==> src/hdl/vfao_pkg.sv <==
// Package for the voxel face ambient occlusion block: widths, neighbor tables,
// the queue entry type and the corner occlusion function.
// Depends on nothing; every other file imports it.
`timescale 1ns / 1ps

package vfao_pkg;

  localparam int NumNb      = 27;
  localparam int NumFaces   = 6;
  localparam int NumCorners = 4;
  localparam int ShadeW     = 4;
  localparam int ShadeLowW  = 64;
  localparam int ShadeHighW = 44;
  localparam int ShadeW_All = ShadeLowW + ShadeHighW;
  localparam int AoW        = 6;
  localparam int FaceW      = 3;
  localparam int NbW        = 5;
  localparam int SumW       = 7;

  localparam logic [AoW-1:0]   AoMax     = AoW'(32);
  localparam logic [FaceW-1:0] LastFace  = FaceW'(NumFaces - 1);
  localparam logic [FaceW-1:0] FirstFace = '0;

  // Default queue depth between the classifier and the face engine.
  localparam int QueueDepth = 2;

  // Axis neighbor that decides whether each face is exposed.
  localparam logic [NbW-1:0] FACE_NB [NumFaces] = '{5'd4, 5'd22, 5'd16, 5'd10, 5'd12, 5'd14};

  // Corner, first side and second side neighbor per face and corner.
  localparam logic [NbW-1:0] EDGE_TAB [NumFaces][NumCorners][3] = '{
    '{'{5'd0, 5'd1, 5'd3},    '{5'd2, 5'd1, 5'd5},
      '{5'd6, 5'd3, 5'd7},    '{5'd8, 5'd5, 5'd7}},
    '{'{5'd18, 5'd19, 5'd21}, '{5'd20, 5'd19, 5'd23},
      '{5'd24, 5'd21, 5'd25}, '{5'd26, 5'd23, 5'd25}},
    '{'{5'd6, 5'd7, 5'd15},   '{5'd8, 5'd7, 5'd17},
      '{5'd24, 5'd15, 5'd25}, '{5'd26, 5'd17, 5'd25}},
    '{'{5'd0, 5'd1, 5'd9},    '{5'd2, 5'd1, 5'd11},
      '{5'd18, 5'd9, 5'd19},  '{5'd20, 5'd11, 5'd19}},
    '{'{5'd0, 5'd3, 5'd9},    '{5'd6, 5'd3, 5'd15},
      '{5'd18, 5'd9, 5'd21},  '{5'd24, 5'd15, 5'd21}},
    '{'{5'd2, 5'd5, 5'd11},   '{5'd8, 5'd5, 5'd17},
      '{5'd20, 5'd11, 5'd23}, '{5'd26, 5'd17, 5'd23}}
  };

  // Four shade neighbors per face and corner.
  localparam logic [NbW-1:0] SHADE_TAB [NumFaces][NumCorners][4] = '{
    '{'{5'd0, 5'd1, 5'd3, 5'd4},     '{5'd1, 5'd2, 5'd4, 5'd5},
      '{5'd3, 5'd4, 5'd6, 5'd7},     '{5'd4, 5'd5, 5'd7, 5'd8}},
    '{'{5'd18, 5'd19, 5'd21, 5'd22}, '{5'd19, 5'd20, 5'd22, 5'd23},
      '{5'd21, 5'd22, 5'd24, 5'd25}, '{5'd22, 5'd23, 5'd25, 5'd26}},
    '{'{5'd6, 5'd7, 5'd15, 5'd16},   '{5'd7, 5'd8, 5'd16, 5'd17},
      '{5'd15, 5'd16, 5'd24, 5'd25}, '{5'd16, 5'd17, 5'd25, 5'd26}},
    '{'{5'd0, 5'd1, 5'd9, 5'd10},    '{5'd1, 5'd2, 5'd10, 5'd11},
      '{5'd9, 5'd10, 5'd18, 5'd19},  '{5'd10, 5'd11, 5'd19, 5'd20}},
    '{'{5'd0, 5'd3, 5'd9, 5'd12},    '{5'd3, 5'd6, 5'd12, 5'd15},
      '{5'd9, 5'd12, 5'd18, 5'd21},  '{5'd12, 5'd15, 5'd21, 5'd24}},
    '{'{5'd2, 5'd5, 5'd11, 5'd14},   '{5'd5, 5'd8, 5'd14, 5'd17},
      '{5'd11, 5'd14, 5'd20, 5'd23}, '{5'd14, 5'd17, 5'd23, 5'd26}}
  };

  // One classified voxel waiting for the face engine.
  typedef struct packed {
    logic [NumNb-1:0]      opaque;
    logic [ShadeW_All-1:0] shade;
    logic                  plant;
    logic [NumFaces-1:0]   exposed;
  } vfao_item_t;

  // Occlusion of one corner in 32nds, saturated.
  function automatic logic [AoW-1:0] corner_ao(
    input logic [NumNb-1:0]      opq,
    input logic [ShadeW_All-1:0] shade,
    input logic [FaceW-1:0]      face,
    input logic [1:0]            corner
  );
    logic            cb;
    logic            s1;
    logic            s2;
    logic [1:0]      level;
    logic [SumW-1:0] total;
    cb = opq[EDGE_TAB[face][corner][0]];
    s1 = opq[EDGE_TAB[face][corner][1]];
    s2 = opq[EDGE_TAB[face][corner][2]];
    level = (s1 && s2) ? 2'd3 : (2'(cb) + 2'(s1) + 2'(s2));
    total = {2'b00, level, 3'b000};
    for (int k = 0; k < 4; k++) begin
      total = total + SumW'(shade[ShadeW*SHADE_TAB[face][corner][k] +: ShadeW]);
    end
    corner_ao = (total > SumW'(AoMax)) ? AoMax : total[AoW-1:0];
  endfunction

endpackage

==> src/hdl/vfao_if.sv <==
// Handshake channels of the voxel face ambient occlusion block: voxel input
// and face result output. Depends on vfao_pkg.
`timescale 1ns / 1ps

interface vfao_in_if import vfao_pkg::*; ();
  logic                  valid;
  logic                  ready;
  logic [NumNb-1:0]      opaque_neighbors;
  logic [ShadeLowW-1:0]  shade_low;
  logic [ShadeHighW-1:0] shade_high;
  logic                  plant_block;
  logic                  empty_block;

  modport source (output valid, opaque_neighbors, shade_low, shade_high, plant_block,
                  empty_block, input ready);
  modport sink (input valid, opaque_neighbors, shade_low, shade_high, plant_block,
                empty_block, output ready);
endinterface

interface vfao_out_if import vfao_pkg::*; ();
  logic             valid;
  logic             ready;
  logic [FaceW-1:0] face_index;
  logic             plant_result;
  logic [AoW-1:0]   ao_corner0;
  logic [AoW-1:0]   ao_corner1;
  logic [AoW-1:0]   ao_corner2;
  logic [AoW-1:0]   ao_corner3;
  logic             last_face;

  modport source (output valid, face_index, plant_result, ao_corner0, ao_corner1,
                  ao_corner2, ao_corner3, last_face, input ready);
  modport sink (input valid, face_index, plant_result, ao_corner0, ao_corner1,
                ao_corner2, ao_corner3, last_face, output ready);
endinterface

==> src/hdl/vfao_front.sv <==
// Front end: takes voxel beats, finds the exposed faces and drops voxels that
// give no result. Depends on vfao_pkg and vfao_if.
`timescale 1ns / 1ps

module vfao_front import vfao_pkg::*; (
  vfao_in_if.sink    in_i,
  output vfao_item_t push_item_o,
  output logic       push_valid_o,
  input  logic       push_ready_i
);

  logic [NumFaces-1:0] exposed;

  // A face is exposed when its axis neighbor is not opaque.
  always_comb begin
    for (int f = 0; f < NumFaces; f++) begin
      exposed[f] = ~in_i.opaque_neighbors[FACE_NB[f]];
    end
  end

  // Accept whenever the queue has room; only voxels with work are pushed.
  assign in_i.ready   = push_ready_i;
  assign push_valid_o = in_i.valid && !in_i.empty_block && (exposed != '0);

  assign push_item_o.opaque  = in_i.opaque_neighbors;
  assign push_item_o.shade   = {in_i.shade_high, in_i.shade_low};
  assign push_item_o.plant   = in_i.plant_block;
  assign push_item_o.exposed = exposed;

endmodule

==> src/hdl/vfao_fifo.sv <==
// Short register queue of classified voxels between front and back end.
// Depends on vfao_pkg.
`timescale 1ns / 1ps

module vfao_fifo import vfao_pkg::*; #(
  parameter int Depth = QueueDepth
) (
  input  logic       clk_i,
  input  logic       rst_ni,
  input  vfao_item_t push_item_i,
  input  logic       push_valid_i,
  output logic       push_ready_o,
  output vfao_item_t pop_item_o,
  output logic       pop_valid_o,
  input  logic       pop_i
);

  localparam int PtrW = (Depth > 1) ? $clog2(Depth) : 1;
  localparam int CntW = $clog2(Depth + 1);

  vfao_item_t      mem_q [Depth];
  logic [PtrW-1:0] wr_ptr_q, wr_ptr_d;
  logic [PtrW-1:0] rd_ptr_q, rd_ptr_d;
  logic [CntW-1:0] count_q, count_d;
  logic            push;
  logic            pop;

  assign push_ready_o = (count_q != CntW'(Depth));
  assign pop_valid_o  = (count_q != '0);
  assign pop_item_o   = mem_q[rd_ptr_q];
  assign push         = push_valid_i && push_ready_o;
  assign pop          = pop_i && pop_valid_o;

  // Pointer and fill count updates.
  always_comb begin
    wr_ptr_d = wr_ptr_q;
    rd_ptr_d = rd_ptr_q;
    count_d  = count_q;
    if (push) begin
      wr_ptr_d = (wr_ptr_q == PtrW'(Depth - 1)) ? '0 : wr_ptr_q + 1'b1;
    end
    if (pop) begin
      rd_ptr_d = (rd_ptr_q == PtrW'(Depth - 1)) ? '0 : rd_ptr_q + 1'b1;
    end
    unique case ({push, pop})
      2'b10:   count_d = count_q + 1'b1;
      2'b01:   count_d = count_q - 1'b1;
      default: count_d = count_q;
    endcase
  end

  always_ff @(posedge clk_i or negedge rst_ni) begin
    if (!rst_ni) begin
      wr_ptr_q <= '0;
      rd_ptr_q <= '0;
      count_q  <= '0;
    end else begin
      wr_ptr_q <= wr_ptr_d;
      rd_ptr_q <= rd_ptr_d;
      count_q  <= count_d;
    end
  end

  // Entry storage, no reset needed.
  always_ff @(posedge clk_i) begin
    if (push) begin
      mem_q[wr_ptr_q] <= push_item_i;
    end
  end

  a_count_range: assert property (@(posedge clk_i) disable iff (!rst_ni)
    count_q <= CntW'(Depth))
    else $error("queue fill count out of range");
  a_ptr_match: assert property (@(posedge clk_i) disable iff (!rst_ni)
    ((count_q == '0) || (count_q == CntW'(Depth))) |-> (wr_ptr_q == rd_ptr_q))
    else $error("queue pointers disagree with fill count");
  a_no_pop_empty: assert property (@(posedge clk_i) disable iff (!rst_ni)
    (count_q == '0) |=> (count_q <= CntW'(1)))
    else $error("queue count jumped from empty");

endmodule

==> src/hdl/vfao_back.sv <==
// Back end: walks a voxel's exposed faces, one face per cycle unless the
// output stalls; drives the result register. Depends on vfao_pkg, vfao_if.
`timescale 1ns / 1ps

module vfao_back import vfao_pkg::*; (
  input  logic        clk_i,
  input  logic        rst_ni,
  input  vfao_item_t  item_i,
  input  logic        item_valid_i,
  output logic        item_pop_o,
  vfao_out_if.source  out_o
);

  // Voxel under work.
  logic                  busy_q, busy_d;
  logic [NumNb-1:0]      opq_q;
  logic [ShadeW_All-1:0] shade_q;
  logic                  plant_q;
  logic [NumFaces-1:0]   mask_q, mask_d;
  logic [FaceW-1:0]      face_q, face_d;
  logic [AoW-1:0]        min_q, min_d;

  // Result register.
  logic                  out_valid_q;
  logic [FaceW-1:0]      face_index_q;
  logic                  plant_result_q;
  logic [AoW-1:0]        ao_q [NumCorners];
  logic                  last_q;

  logic [FaceW-1:0]      low_face;
  logic [FaceW-1:0]      cur_face;
  logic [AoW-1:0]        corner [NumCorners];
  logic [AoW-1:0]        step_min;
  logic [NumFaces-1:0]   mask_rest;
  logic                  emit;
  logic                  out_free;
  logic                  advance;
  logic                  done;
  logic                  load;

  // Lowest remaining exposed face.
  always_comb begin
    low_face = FirstFace;
    for (int f = NumFaces - 1; f >= 0; f--) begin
      if (mask_q[f]) begin
        low_face = FaceW'(f);
      end
    end
  end

  // Four corners of the current face, and the running plant minimum.
  always_comb begin
    cur_face = plant_q ? face_q : low_face;
    step_min = min_q;
    for (int c = 0; c < NumCorners; c++) begin
      corner[c] = corner_ao(opq_q, shade_q, cur_face, 2'(c));
      if (corner[c] < step_min) begin
        step_min = corner[c];
      end
    end
  end

  // Sequencing: a plant sweeps all six faces and emits once at the end.
  always_comb begin
    mask_rest  = mask_q & ~(NumFaces'(1) << cur_face);
    emit       = busy_q && (!plant_q || (face_q == LastFace));
    out_free   = !out_valid_q || out_o.ready;
    advance    = busy_q && (!emit || out_free);
    done       = advance && (plant_q ? (face_q == LastFace) : (mask_rest == '0));
    load       = (!busy_q || done) && item_valid_i;
    item_pop_o = load;

    busy_d = busy_q;
    mask_d = mask_q;
    face_d = face_q;
    min_d  = min_q;
    if (load) begin
      busy_d = 1'b1;
      mask_d = item_i.exposed;
      face_d = FirstFace;
      min_d  = AoMax;
    end else if (advance) begin
      busy_d = !done;
      mask_d = mask_rest;
      face_d = face_q + 1'b1;
      min_d  = step_min;
    end
  end

  always_ff @(posedge clk_i or negedge rst_ni) begin
    if (!rst_ni) begin
      busy_q      <= 1'b0;
      out_valid_q <= 1'b0;
    end else begin
      busy_q <= busy_d;
      if (emit && advance) begin
        out_valid_q <= 1'b1;
      end else if (out_o.ready) begin
        out_valid_q <= 1'b0;
      end
    end
  end

  // Work and result payload registers.
  always_ff @(posedge clk_i) begin
    mask_q <= mask_d;
    face_q <= face_d;
    min_q  <= min_d;
    if (load) begin
      opq_q   <= item_i.opaque;
      shade_q <= item_i.shade;
      plant_q <= item_i.plant;
    end
    if (emit && advance) begin
      face_index_q   <= plant_q ? FirstFace : cur_face;
      plant_result_q <= plant_q;
      last_q         <= done;
      for (int c = 0; c < NumCorners; c++) begin
        ao_q[c] <= plant_q ? step_min : corner[c];
      end
    end
  end

  assign out_o.valid        = out_valid_q;
  assign out_o.face_index   = face_index_q;
  assign out_o.plant_result = plant_result_q;
  assign out_o.ao_corner0   = ao_q[0];
  assign out_o.ao_corner1   = ao_q[1];
  assign out_o.ao_corner2   = ao_q[2];
  assign out_o.ao_corner3   = ao_q[3];
  assign out_o.last_face    = last_q;

  a_walk_has_faces: assert property (@(posedge clk_i) disable iff (!rst_ni)
    (busy_q && !plant_q) |-> (mask_q != '0))
    else $error("face walk running with no faces left");
  a_plant_face_range: assert property (@(posedge clk_i) disable iff (!rst_ni)
    (busy_q && plant_q) |-> (face_q <= LastFace))
    else $error("plant sweep ran past the last face");
  a_plant_is_last: assert property (@(posedge clk_i) disable iff (!rst_ni)
    (out_valid_q && plant_result_q) |-> (last_q && (face_index_q == FirstFace)))
    else $error("plant beat not marked as the final one");
  a_face_range: assert property (@(posedge clk_i) disable iff (!rst_ni)
    out_valid_q |-> (face_index_q <= LastFace))
    else $error("face index out of range");
  a_no_load_busy: assert property (@(posedge clk_i) disable iff (!rst_ni)
    (busy_q && !done) |-> !load)
    else $error("new voxel loaded over one still in work");

endmodule

==> src/hdl/voxel_face_ambient_occlusion_top.sv <==
// Channel     Dir  Payload
// in_i        in   opaque_neighbors, shade_low, shade_high, plant_block, empty_block
// out_o       out  face_index, plant_result, ao_corner0..3, last_face
//
// The face engine works through a voxel's exposed faces in turn and may stall while a
// result waits; a plant always sweeps every face for the minimum.
// Empty voxels and voxels with no exposed face need only queue room and leave no beat.
// The front end and the face engine are parted by a short queue, and the result sits in
// an output register, so input beats flow while a result waits until the queue fills.
// Reset clears the queue and all valid flags; there is no clearing pass.
//
// Top level of the voxel face ambient occlusion block. Depends on vfao_pkg, vfao_if,
// vfao_front, vfao_fifo and vfao_back.
`timescale 1ns / 1ps

module voxel_face_ambient_occlusion_top import vfao_pkg::*; #(
  parameter int QDepth = QueueDepth
) (
  input  logic        clk_i,
  input  logic        rst_ni,
  vfao_in_if.sink     in_i,
  vfao_out_if.source  out_o
);

  vfao_item_t push_item;
  logic       push_valid;
  logic       push_ready;
  vfao_item_t pop_item;
  logic       pop_valid;
  logic       pop;

  // Classification of incoming voxels.
  vfao_front u_front (
    .in_i         (in_i),
    .push_item_o  (push_item),
    .push_valid_o (push_valid),
    .push_ready_i (push_ready)
  );

  // Queue between the two halves.
  vfao_fifo #(
    .Depth (QDepth)
  ) u_fifo (
    .clk_i        (clk_i),
    .rst_ni       (rst_ni),
    .push_item_i  (push_item),
    .push_valid_i (push_valid),
    .push_ready_o (push_ready),
    .pop_item_o   (pop_item),
    .pop_valid_o  (pop_valid),
    .pop_i        (pop)
  );

  // Face engine and result register.
  vfao_back u_back (
    .clk_i        (clk_i),
    .rst_ni       (rst_ni),
    .item_i       (pop_item),
    .item_valid_i (pop_valid),
    .item_pop_o   (pop),
    .out_o        (out_o)
  );

endmodule
==> src/flat_wrapper.sv <==
// flat-port wrapper written by rule: the top's interface ports become plain ports
module voxel_face_ambient_occlusion_top_flat import vfao_pkg::*;
#(
  parameter int QDepth = QueueDepth
)
  (clk_i, rst_ni, in_i_valid, in_i_opaque_neighbors, in_i_shade_low, in_i_shade_high, in_i_plant_block, in_i_empty_block, in_i_ready, out_o_valid, out_o_face_index, out_o_plant_result, out_o_ao_corner0, out_o_ao_corner1, out_o_ao_corner2, out_o_ao_corner3, out_o_last_face, out_o_ready);
  vfao_in_if in_i_i ();
  vfao_out_if out_o_i ();
  input  logic clk_i;
  input  logic rst_ni;
  input wire logic [$bits(in_i_i.valid)-1:0] in_i_valid;
  input wire logic [$bits(in_i_i.opaque_neighbors)-1:0] in_i_opaque_neighbors;
  input wire logic [$bits(in_i_i.shade_low)-1:0] in_i_shade_low;
  input wire logic [$bits(in_i_i.shade_high)-1:0] in_i_shade_high;
  input wire logic [$bits(in_i_i.plant_block)-1:0] in_i_plant_block;
  input wire logic [$bits(in_i_i.empty_block)-1:0] in_i_empty_block;
  output wire logic [$bits(in_i_i.ready)-1:0] in_i_ready;
  output wire logic [$bits(out_o_i.valid)-1:0] out_o_valid;
  output wire logic [$bits(out_o_i.face_index)-1:0] out_o_face_index;
  output wire logic [$bits(out_o_i.plant_result)-1:0] out_o_plant_result;
  output wire logic [$bits(out_o_i.ao_corner0)-1:0] out_o_ao_corner0;
  output wire logic [$bits(out_o_i.ao_corner1)-1:0] out_o_ao_corner1;
  output wire logic [$bits(out_o_i.ao_corner2)-1:0] out_o_ao_corner2;
  output wire logic [$bits(out_o_i.ao_corner3)-1:0] out_o_ao_corner3;
  output wire logic [$bits(out_o_i.last_face)-1:0] out_o_last_face;
  input wire logic [$bits(out_o_i.ready)-1:0] out_o_ready;
  assign in_i_i.valid = in_i_valid;
  assign in_i_i.opaque_neighbors = in_i_opaque_neighbors;
  assign in_i_i.shade_low = in_i_shade_low;
  assign in_i_i.shade_high = in_i_shade_high;
  assign in_i_i.plant_block = in_i_plant_block;
  assign in_i_i.empty_block = in_i_empty_block;
  assign in_i_ready = in_i_i.ready;
  assign out_o_valid = out_o_i.valid;
  assign out_o_face_index = out_o_i.face_index;
  assign out_o_plant_result = out_o_i.plant_result;
  assign out_o_ao_corner0 = out_o_i.ao_corner0;
  assign out_o_ao_corner1 = out_o_i.ao_corner1;
  assign out_o_ao_corner2 = out_o_i.ao_corner2;
  assign out_o_ao_corner3 = out_o_i.ao_corner3;
  assign out_o_last_face = out_o_i.last_face;
  assign out_o_i.ready = out_o_ready;
  voxel_face_ambient_occlusion_top #(.QDepth(QDepth)) u_core (.clk_i(clk_i), .rst_ni(rst_ni), .in_i(in_i_i), .out_o(out_o_i));
endmodule
==> config.mk <==
export PLATFORM = sky130hd
export DESIGN_NAME = voxel_face_ambient_occlusion_top_flat
export DESIGN_NICKNAME = d
export VERILOG_FILES = /design/src/hdl/vfao_pkg.sv /design/src/hdl/vfao_if.sv /design/src/hdl/vfao_front.sv /design/src/hdl/vfao_fifo.sv /design/src/hdl/vfao_back.sv /design/src/hdl/voxel_face_ambient_occlusion_top.sv /design/src/flat_wrapper.sv
export SDC_FILE = /design/constraint.sdc
export NUM_CORES = 1
export LEC_CHECK = 0
export ABC_AREA = 1
export BUFFER_PORTS_ARGS = -buffer_cell sky130_fd_sc_hd__buf_2
export CAP_MARGIN = 20
export CORE_MARGIN = 2
export CORE_UTILIZATION = 60
export DETAILED_ROUTE_END_ITERATION = 10
export GPL_ROUTABILITY_DRIVEN = 0
export PLACE_DENSITY = 0.83
export SLEW_MARGIN = 20
export SYNTH_ARGS = -nofsm -noshare
export SYNTH_HDL_FRONTEND = slang
export SYNTH_SLANG_ARGS = --single-unit
export TNS_END_PERCENT = 20
==> constraint.sdc <==
create_clock -name clk_i -period 14.5 [get_ports clk_i]
set_input_delay 1.45 -clock clk_i [delete_from_list [all_inputs] [get_ports clk_i]]
set_output_delay 1.45 -clock clk_i [all_outputs]
set_load 0.05 [all_outputs]
==> results.sh, run 1 <==
export IMPL_outcome="complete, no violations"
export IMPL_max_slew_margin_rel_pct=26.4
export IMPL_start_util_pct=60.7
export IMPL_vias=18007
export IMPL_die_x_um=202
export IMPL_hold_viol_final=0
export IMPL_ys_ff_latch=470
export IMPL_end_kind="register"
export IMPL_cts_resized=0
export IMPL_grt_setup_unrepaired="false"
export IMPL_synth_avg_cell_area_um2=10.1
export IMPL_drt_wl_total_um=60700
export IMPL_final_cell_mix="nand2_1, edfxtp_1, inv_1"
export IMPL_io_buffers=171
export IMPL_clock_skew_ns=0.0225
export IMPL_htreeDepth=2
export IMPL_cts_num_sinks=470
export IMPL_postCtsHoldBufs=0
export IMPL_finalNetCount=2714
export IMPL_grt_max_degree=88
export IMPL_antenna_cells=0
export IMPL_setup_viol=0
export IMPL_worstMarginPinSlew_ns=1.10
export IMPL_grt_util_met2_pct=48.2
export IMPL_io_pins=172
export IMPL_dp_hpwl_um=42200
export IMPL_postSynth_asyncResetShare_pct=1.28
export IMPL_syn_inst=2322
export IMPL_setup_tns_ns=0
export IMPL_route_detailed_drc=0
export IMPL_grt_pass1_wl_um=92600
export IMPL_track_usage_pct=29.8
export IMPL_critPathMostFrequentCell="nand2_1"
export IMPL_crit_fanout=33
export IMPL_fmax_ghz=0.0747
export IMPL_core_mm2=0.0386
export IMPL_start_kind="register"
export IMPL_layout_min_cycle_time_ns=13.38
export IMPL_dieArea_mm2=0.0407
export IMPL_drt_pass1_iterations=9
export IMPL_synth_edf_count=455
export IMPL_worst_setup_path_type="reg2reg"
export IMPL_syn_nets=2571
export IMPL_grt_overflow_total=0
export IMPL_finalCritPeriodShare_pct=92.3
export IMPL_cpPeakStageDelay_ns=0.61
export IMPL_die_h_um=202
export IMPL_ant_nets=0
export IMPL_yosys_warnings=0
export IMPL_cp_required_ns=14.79
export IMPL_final_common_cell="nand2_1"
export IMPL_path_clk_slew_ns=0.06
export IMPL_initialDrtViolationCount=2311
export IMPL_wl_per_cell_um=20.1
export IMPL_maxCapViolations=0
export IMPL_area_growth_pct=11.8
export IMPL_grt_pass1_vias=17368
export IMPL_grtUsageMet3_pct=6.82
export IMPL_critPathSlowestCell="nand2_1"
export IMPL_syn_cell_area_mm2=0.0234
export IMPL_finalMaxSlewViolations=0
export IMPL_numCtsBuffers=46
export IMPL_clock_latency_ns=0.58
export IMPL_gr_usage_met1_pct=36.7
export IMPL_rows=72
export IMPL_reg2reg_slack_ns=1.12
export IMPL_top_usage_layer="met2"
export IMPL_ys_seq_area_share_pct=59.7
export IMPL_hold_class="reg2reg"
export IMPL_cts_root_buffer="clkbuf_16"
export IMPL_antenna_found_initial=0
export IMPL_ys_flop_type="edfxtp_1"
export IMPL_yosys_cell_types_count=52
export IMPL_crit_arrival_ns=13.68
export IMPL_drive_above_1_share_pct=12.2
export IMPL_clockBufferDepth=3
export IMPL_routed_via_density=5.97
export IMPL_cts_tree="built"
export IMPL_cts_setup_buffers=0
[worst max-delay path: cells and delay by family (launching register included)]
kind | cells | cell delay [ns]
buffers and inverters | 8 | 0.99
flip-flops | 1 | 0.32
AO/OA/AOI/OAI | 16 | 4.28
AND/OR/NAND/NOR | 18 | 3.44
adder cells (fa/ha/maj) | 10 | 4.09
[cell usage after synthesis, drive strengths merged, types with 8 or more instances]
cell type	n	area [µm²]
ha	64	801
dfxtp	9	180
a211oi	11	82.6
o21ai	240	1210
a21oi	76	403
nand2	731	2770
fa	44	881
buf	21	97.6
clkbuf	78	293
nor2	110	443
o221ai	15	131
a31oi	8	50.1
o22ai	17	106
o211ai	46	345
inv	249	935
nand3	79	425
edfxtp	455	13700
[registers in the layout, indices dropped and copies added, names as in the netlist, 2 cells and up]
register,flops
u_core.u_fifo.mem_q,284
u_core.u_back.shade_q,108
u_core.u_back.opq_q,27
u_core.u_back.ao_q,24
u_core.u_back.mask_q,6
u_core.u_back.min_q,6
u_core.u_back.face_q,3
u_core.u_back.out_o.face_index,3
u_core.u_fifo.count_q,2
[logic make-up (layout without fill, tap and decap cells)]
group / Yosys count / count (layout) / share of synthesized area, %
flip-flops: 470 / 470 / 59.7
buffers and inverters: 350 / 525 / 5.68
XOR/XNOR: 10 / 10 / 0.374
adder cells (fa/ha/maj): 108 / 108 / 7.17
AND/OR/NAND/NOR: 943 / 943 / 16.1
AO/OA/AOI/OAI: 441 / 441 / 11.0
[layout make-up]
class | count | area (µm²)
clock inverter | 22 | 209
sequential | 470 | 14000
clock buffer | 58 | 1220
tap | 518 | 648
inverter | 251 | 945
multi-input combinational | 1502 | 8150
fill | 2836 | 12400
timing repair buffer | 194 | 1040
[through the flow]
step | setup WS (ns) | utilization, % | hold slack [ns] | instances | instance area, µm²
after floorplan | 2.96 | - | 0.466 | 2322 | 23400
after global placement | 1.68 | 64.1 | 0.487 | 2934 | 24800
after detailed placement | 1.16 | 64.1 | 0.496 | 2934 | 24800
after CTS | 1.12 | 67.8 | 0.509 | 3014 | 26200
after global routing | 0.0158 | 67.8 | 0.525 | 3015 | 26200
final | 1.12 | 67.8 | 0.511 | 3015 | 26200
[worst paths after layout]
path,start,endpoint,cells after the start
max in group asynchronous,rst_ni,u_core.u_fifo.rd_ptr_q$_DFFE_PN0P_,1
max reg2reg,u_core.u_back.plant_q$_DFFE_PP_,u_core.u_back.ao_q[3][2]$_DFFE_PP_,52
min in group asynchronous,rst_ni,u_core.u_fifo.wr_ptr_q$_DFFE_PN0P_,1
max,u_core.u_back.plant_q$_DFFE_PP_,u_core.u_back.ao_q[3][2]$_DFFE_PP_,52
min,u_core.u_fifo.mem_q[0][66]$_DFFE_PP_,u_core.u_back.shade_q[59]$_DFFE_PP_,2
min reg2reg,u_core.u_fifo.mem_q[0][66]$_DFFE_PP_,u_core.u_back.shade_q[59]$_DFFE_PP_,2
[per-layer routing]
layer  vias up  share of wire (%)
met5         -                  0
met4         0                6.4
met3       319                 11
met2      1143                 47
met1      8373                 37
li1       8172                  -
Power of run 1 is not shown: default switching activity piles up to over one toggle a cycle in this logic, so the estimate is an artifact.
==> run 2: changes to the inputs <==
CELL_PAD_IN_SITES_DETAIL_PLACEMENT = 0   (was not set)
CELL_PAD_IN_SITES_GLOBAL_PLACEMENT = 1   (was not set)
CORE_UTILIZATION = 48   (was 60)
PLACE_DENSITY = 0.84   (was 0.83)
==> run 2 against run 1 <==
Net effect:
- sequential share of layout area down 0.38 points
- maximum frequency up 0.75%
- first-iteration DRC count down 19%
- cell count up 3.6%
- via count down 2.6%
- clock skew down 0.0059 ns
- utilization down 13 points
- critical endpoint unchanged
- critical path type unchanged
- global-route usage down 4.6 points
==> results.sh, run 2 (same netlist as run 1, synthesis figures left out) <==
export IMPL_worstMarginPinSlew_ns=1.02
export IMPL_cpPeakStageDelay_ns=0.59
export IMPL_setup_ws_ns=1.22
export IMPL_die_h_um=225
export IMPL_finalNetCount=2721
export IMPL_crit_arrival_ns=13.60
export IMPL_grt_overflow_total=0
export IMPL_start_kind="register"
export IMPL_final_common_cell="nand2_1"
export IMPL_worst_setup_path_type="reg2reg"
export IMPL_dp_cells=3038
export IMPL_final_cell_mix="nand2_1, edfxtp_1, inv_1"
export IMPL_whs_ns=0.511
export IMPL_fillerInstances=4150
export IMPL_dp_slack_ns=1.11
export IMPL_track_usage_pct=25.1
export IMPL_largest_register="u_core.u_fifo.mem_q"
export IMPL_grt_pass1_wl_um=97200
export IMPL_antenna_found_initial=0
export IMPL_dieArea_mm2=0.0506
export IMPL_hold_viol_final=0
export IMPL_path_clk_slew_ns=0.06
export IMPL_die_x_um=225
export IMPL_grt_setup_unrepaired="false"
export IMPL_hold_class="reg2reg"
export IMPL_reg2reg_slack_ns=1.22
export IMPL_cts_setup_buffers=0
export IMPL_cts_num_sinks=470
export IMPL_cts_tree="built"
export IMPL_clock_latency_ns=0.59
export IMPL_max_slew_margin_rel_pct=32.1
export IMPL_htreeDepth=2
export IMPL_core_mm2=0.0479
export IMPL_cts_root_buffer="clkbuf_16"
export IMPL_crit_fanout=39
export IMPL_routed_via_density=5.61
export IMPL_start_util_pct=48.9
export IMPL_antenna_cells=0
export IMPL_outcome="complete, no violations"
export IMPL_postCtsHoldBufs=0
export IMPL_io_buffers=171
export IMPL_grt_max_degree=80
export IMPL_rows=80
export IMPL_io_pins=172
export IMPL_cp_required_ns=14.81
export IMPL_grt_pass1_vias=16822
export IMPL_area_growth_pct=12.6
export IMPL_maxCapViolations=0
export IMPL_clockBufferDepth=3
export IMPL_cts_resized=0
export IMPL_fin_cells=3125
export IMPL_numCtsBuffers=47
export IMPL_drt_wl_total_um=63200
export IMPL_setup_tns_ns=0
export IMPL_setup_viol=0
export IMPL_reg_top3="u_core.u_fifo.mem_q: 284 flops, u_core.u_back.shade_q: 108 flops, u_core.u_back.opq_q: 27 flops"
export IMPL_fmax_ghz=0.0753
export IMPL_critPathSlowestCell="fa_1"
export IMPL_finalMaxSlewViolations=0
export IMPL_dp_hpwl_um=44400
export IMPL_drt_pass1_iterations=6
export IMPL_drive_above_1_share_pct=12.7
export IMPL_initialDrtViolationCount=1874
export IMPL_ant_nets=0
export IMPL_wl_per_cell_um=20.2
export IMPL_finalCritPeriodShare_pct=91.6
export IMPL_vias=17538
export IMPL_end_kind="register"
export IMPL_clock_skew_ns=0.0166
export IMPL_layout_min_cycle_time_ns=13.28
export IMPL_largest_reg_flops=284
export IMPL_route_detailed_drc=0
## run 2: changes by cell type in the layout (fill, tap and decap cells not counted), sizes merged
cell,previous run,this run
buf,194,200
clkbuf,58,56
clkinvlp,1,4
inv,251,252
clkinv,17,24
bufinv,4,2
## run 2: area by class of cell
class                           count  area, µm²  area share (%)
Sequential cell                   470      14000            53.0
Multi-Input combinational cell   1502       8150            30.9
Clock buffer                       56       1210            4.58
Timing Repair Buffer              200       1070            4.07
Inverter                          251        945            3.58
Tap cell                          615        769            2.92
Clock inverter                     31        250           0.948
## run 2: layer usage
| metal | up-vias | wire [µm] | track usage [%] |
|---|---|---|---|
| li1 | 8207 | - | - |
| met1 | 8369 | 26700 | 34.8 |
| met2 | 799 | 29000 | 39.8 |
| met3 | 163 | 5070 | 4.22 |
| met4 | 0 | 2440 | 10.0 |
| met5 | - | 0 | 0 |
## run 2: final timing paths
check | start | to | cells after the start
max in group asynchronous | rst_ni | u_core.u_fifo.rd_ptr_q$_DFFE_PN0P_ | 1
min | u_core.u_fifo.mem_q[0][68]$_DFFE_PP_ | u_core.u_back.shade_q[61]$_DFFE_PP_ | 2
min reg2reg | u_core.u_fifo.mem_q[0][68]$_DFFE_PP_ | u_core.u_back.shade_q[61]$_DFFE_PP_ | 2
max | u_core.u_back.plant_q$_DFFE_PP_ | u_core.u_back.ao_q[3][2]$_DFFE_PP_ | 56
max reg2reg | u_core.u_back.plant_q$_DFFE_PP_ | u_core.u_back.ao_q[3][2]$_DFFE_PP_ | 56
min in group asynchronous | rst_ni | u_core.u_fifo.count_q[1]$_DFFE_PN0P_ | 1
## run 2: metrics by stage
step                util [%]  instance area (µm²)
global placement        52.0                24900
global route            55.1                26400
floorplan                  -                23400
finish                  55.1                26400
detailed placement      52.0                24900
CTS                     55.0                26400
## run 2: worst max-delay path: cells and delay by family, from the launching register on
kind	cells	cell delay, ns
DFF	1	0.32
AOI/OAI and AO/OA	16	4.32
adders and majority gates	10	4.22
buffers and inverters	12	1.80
and+or+nand+nor	18	2.33
Power of run 2 is left out for the same reason.
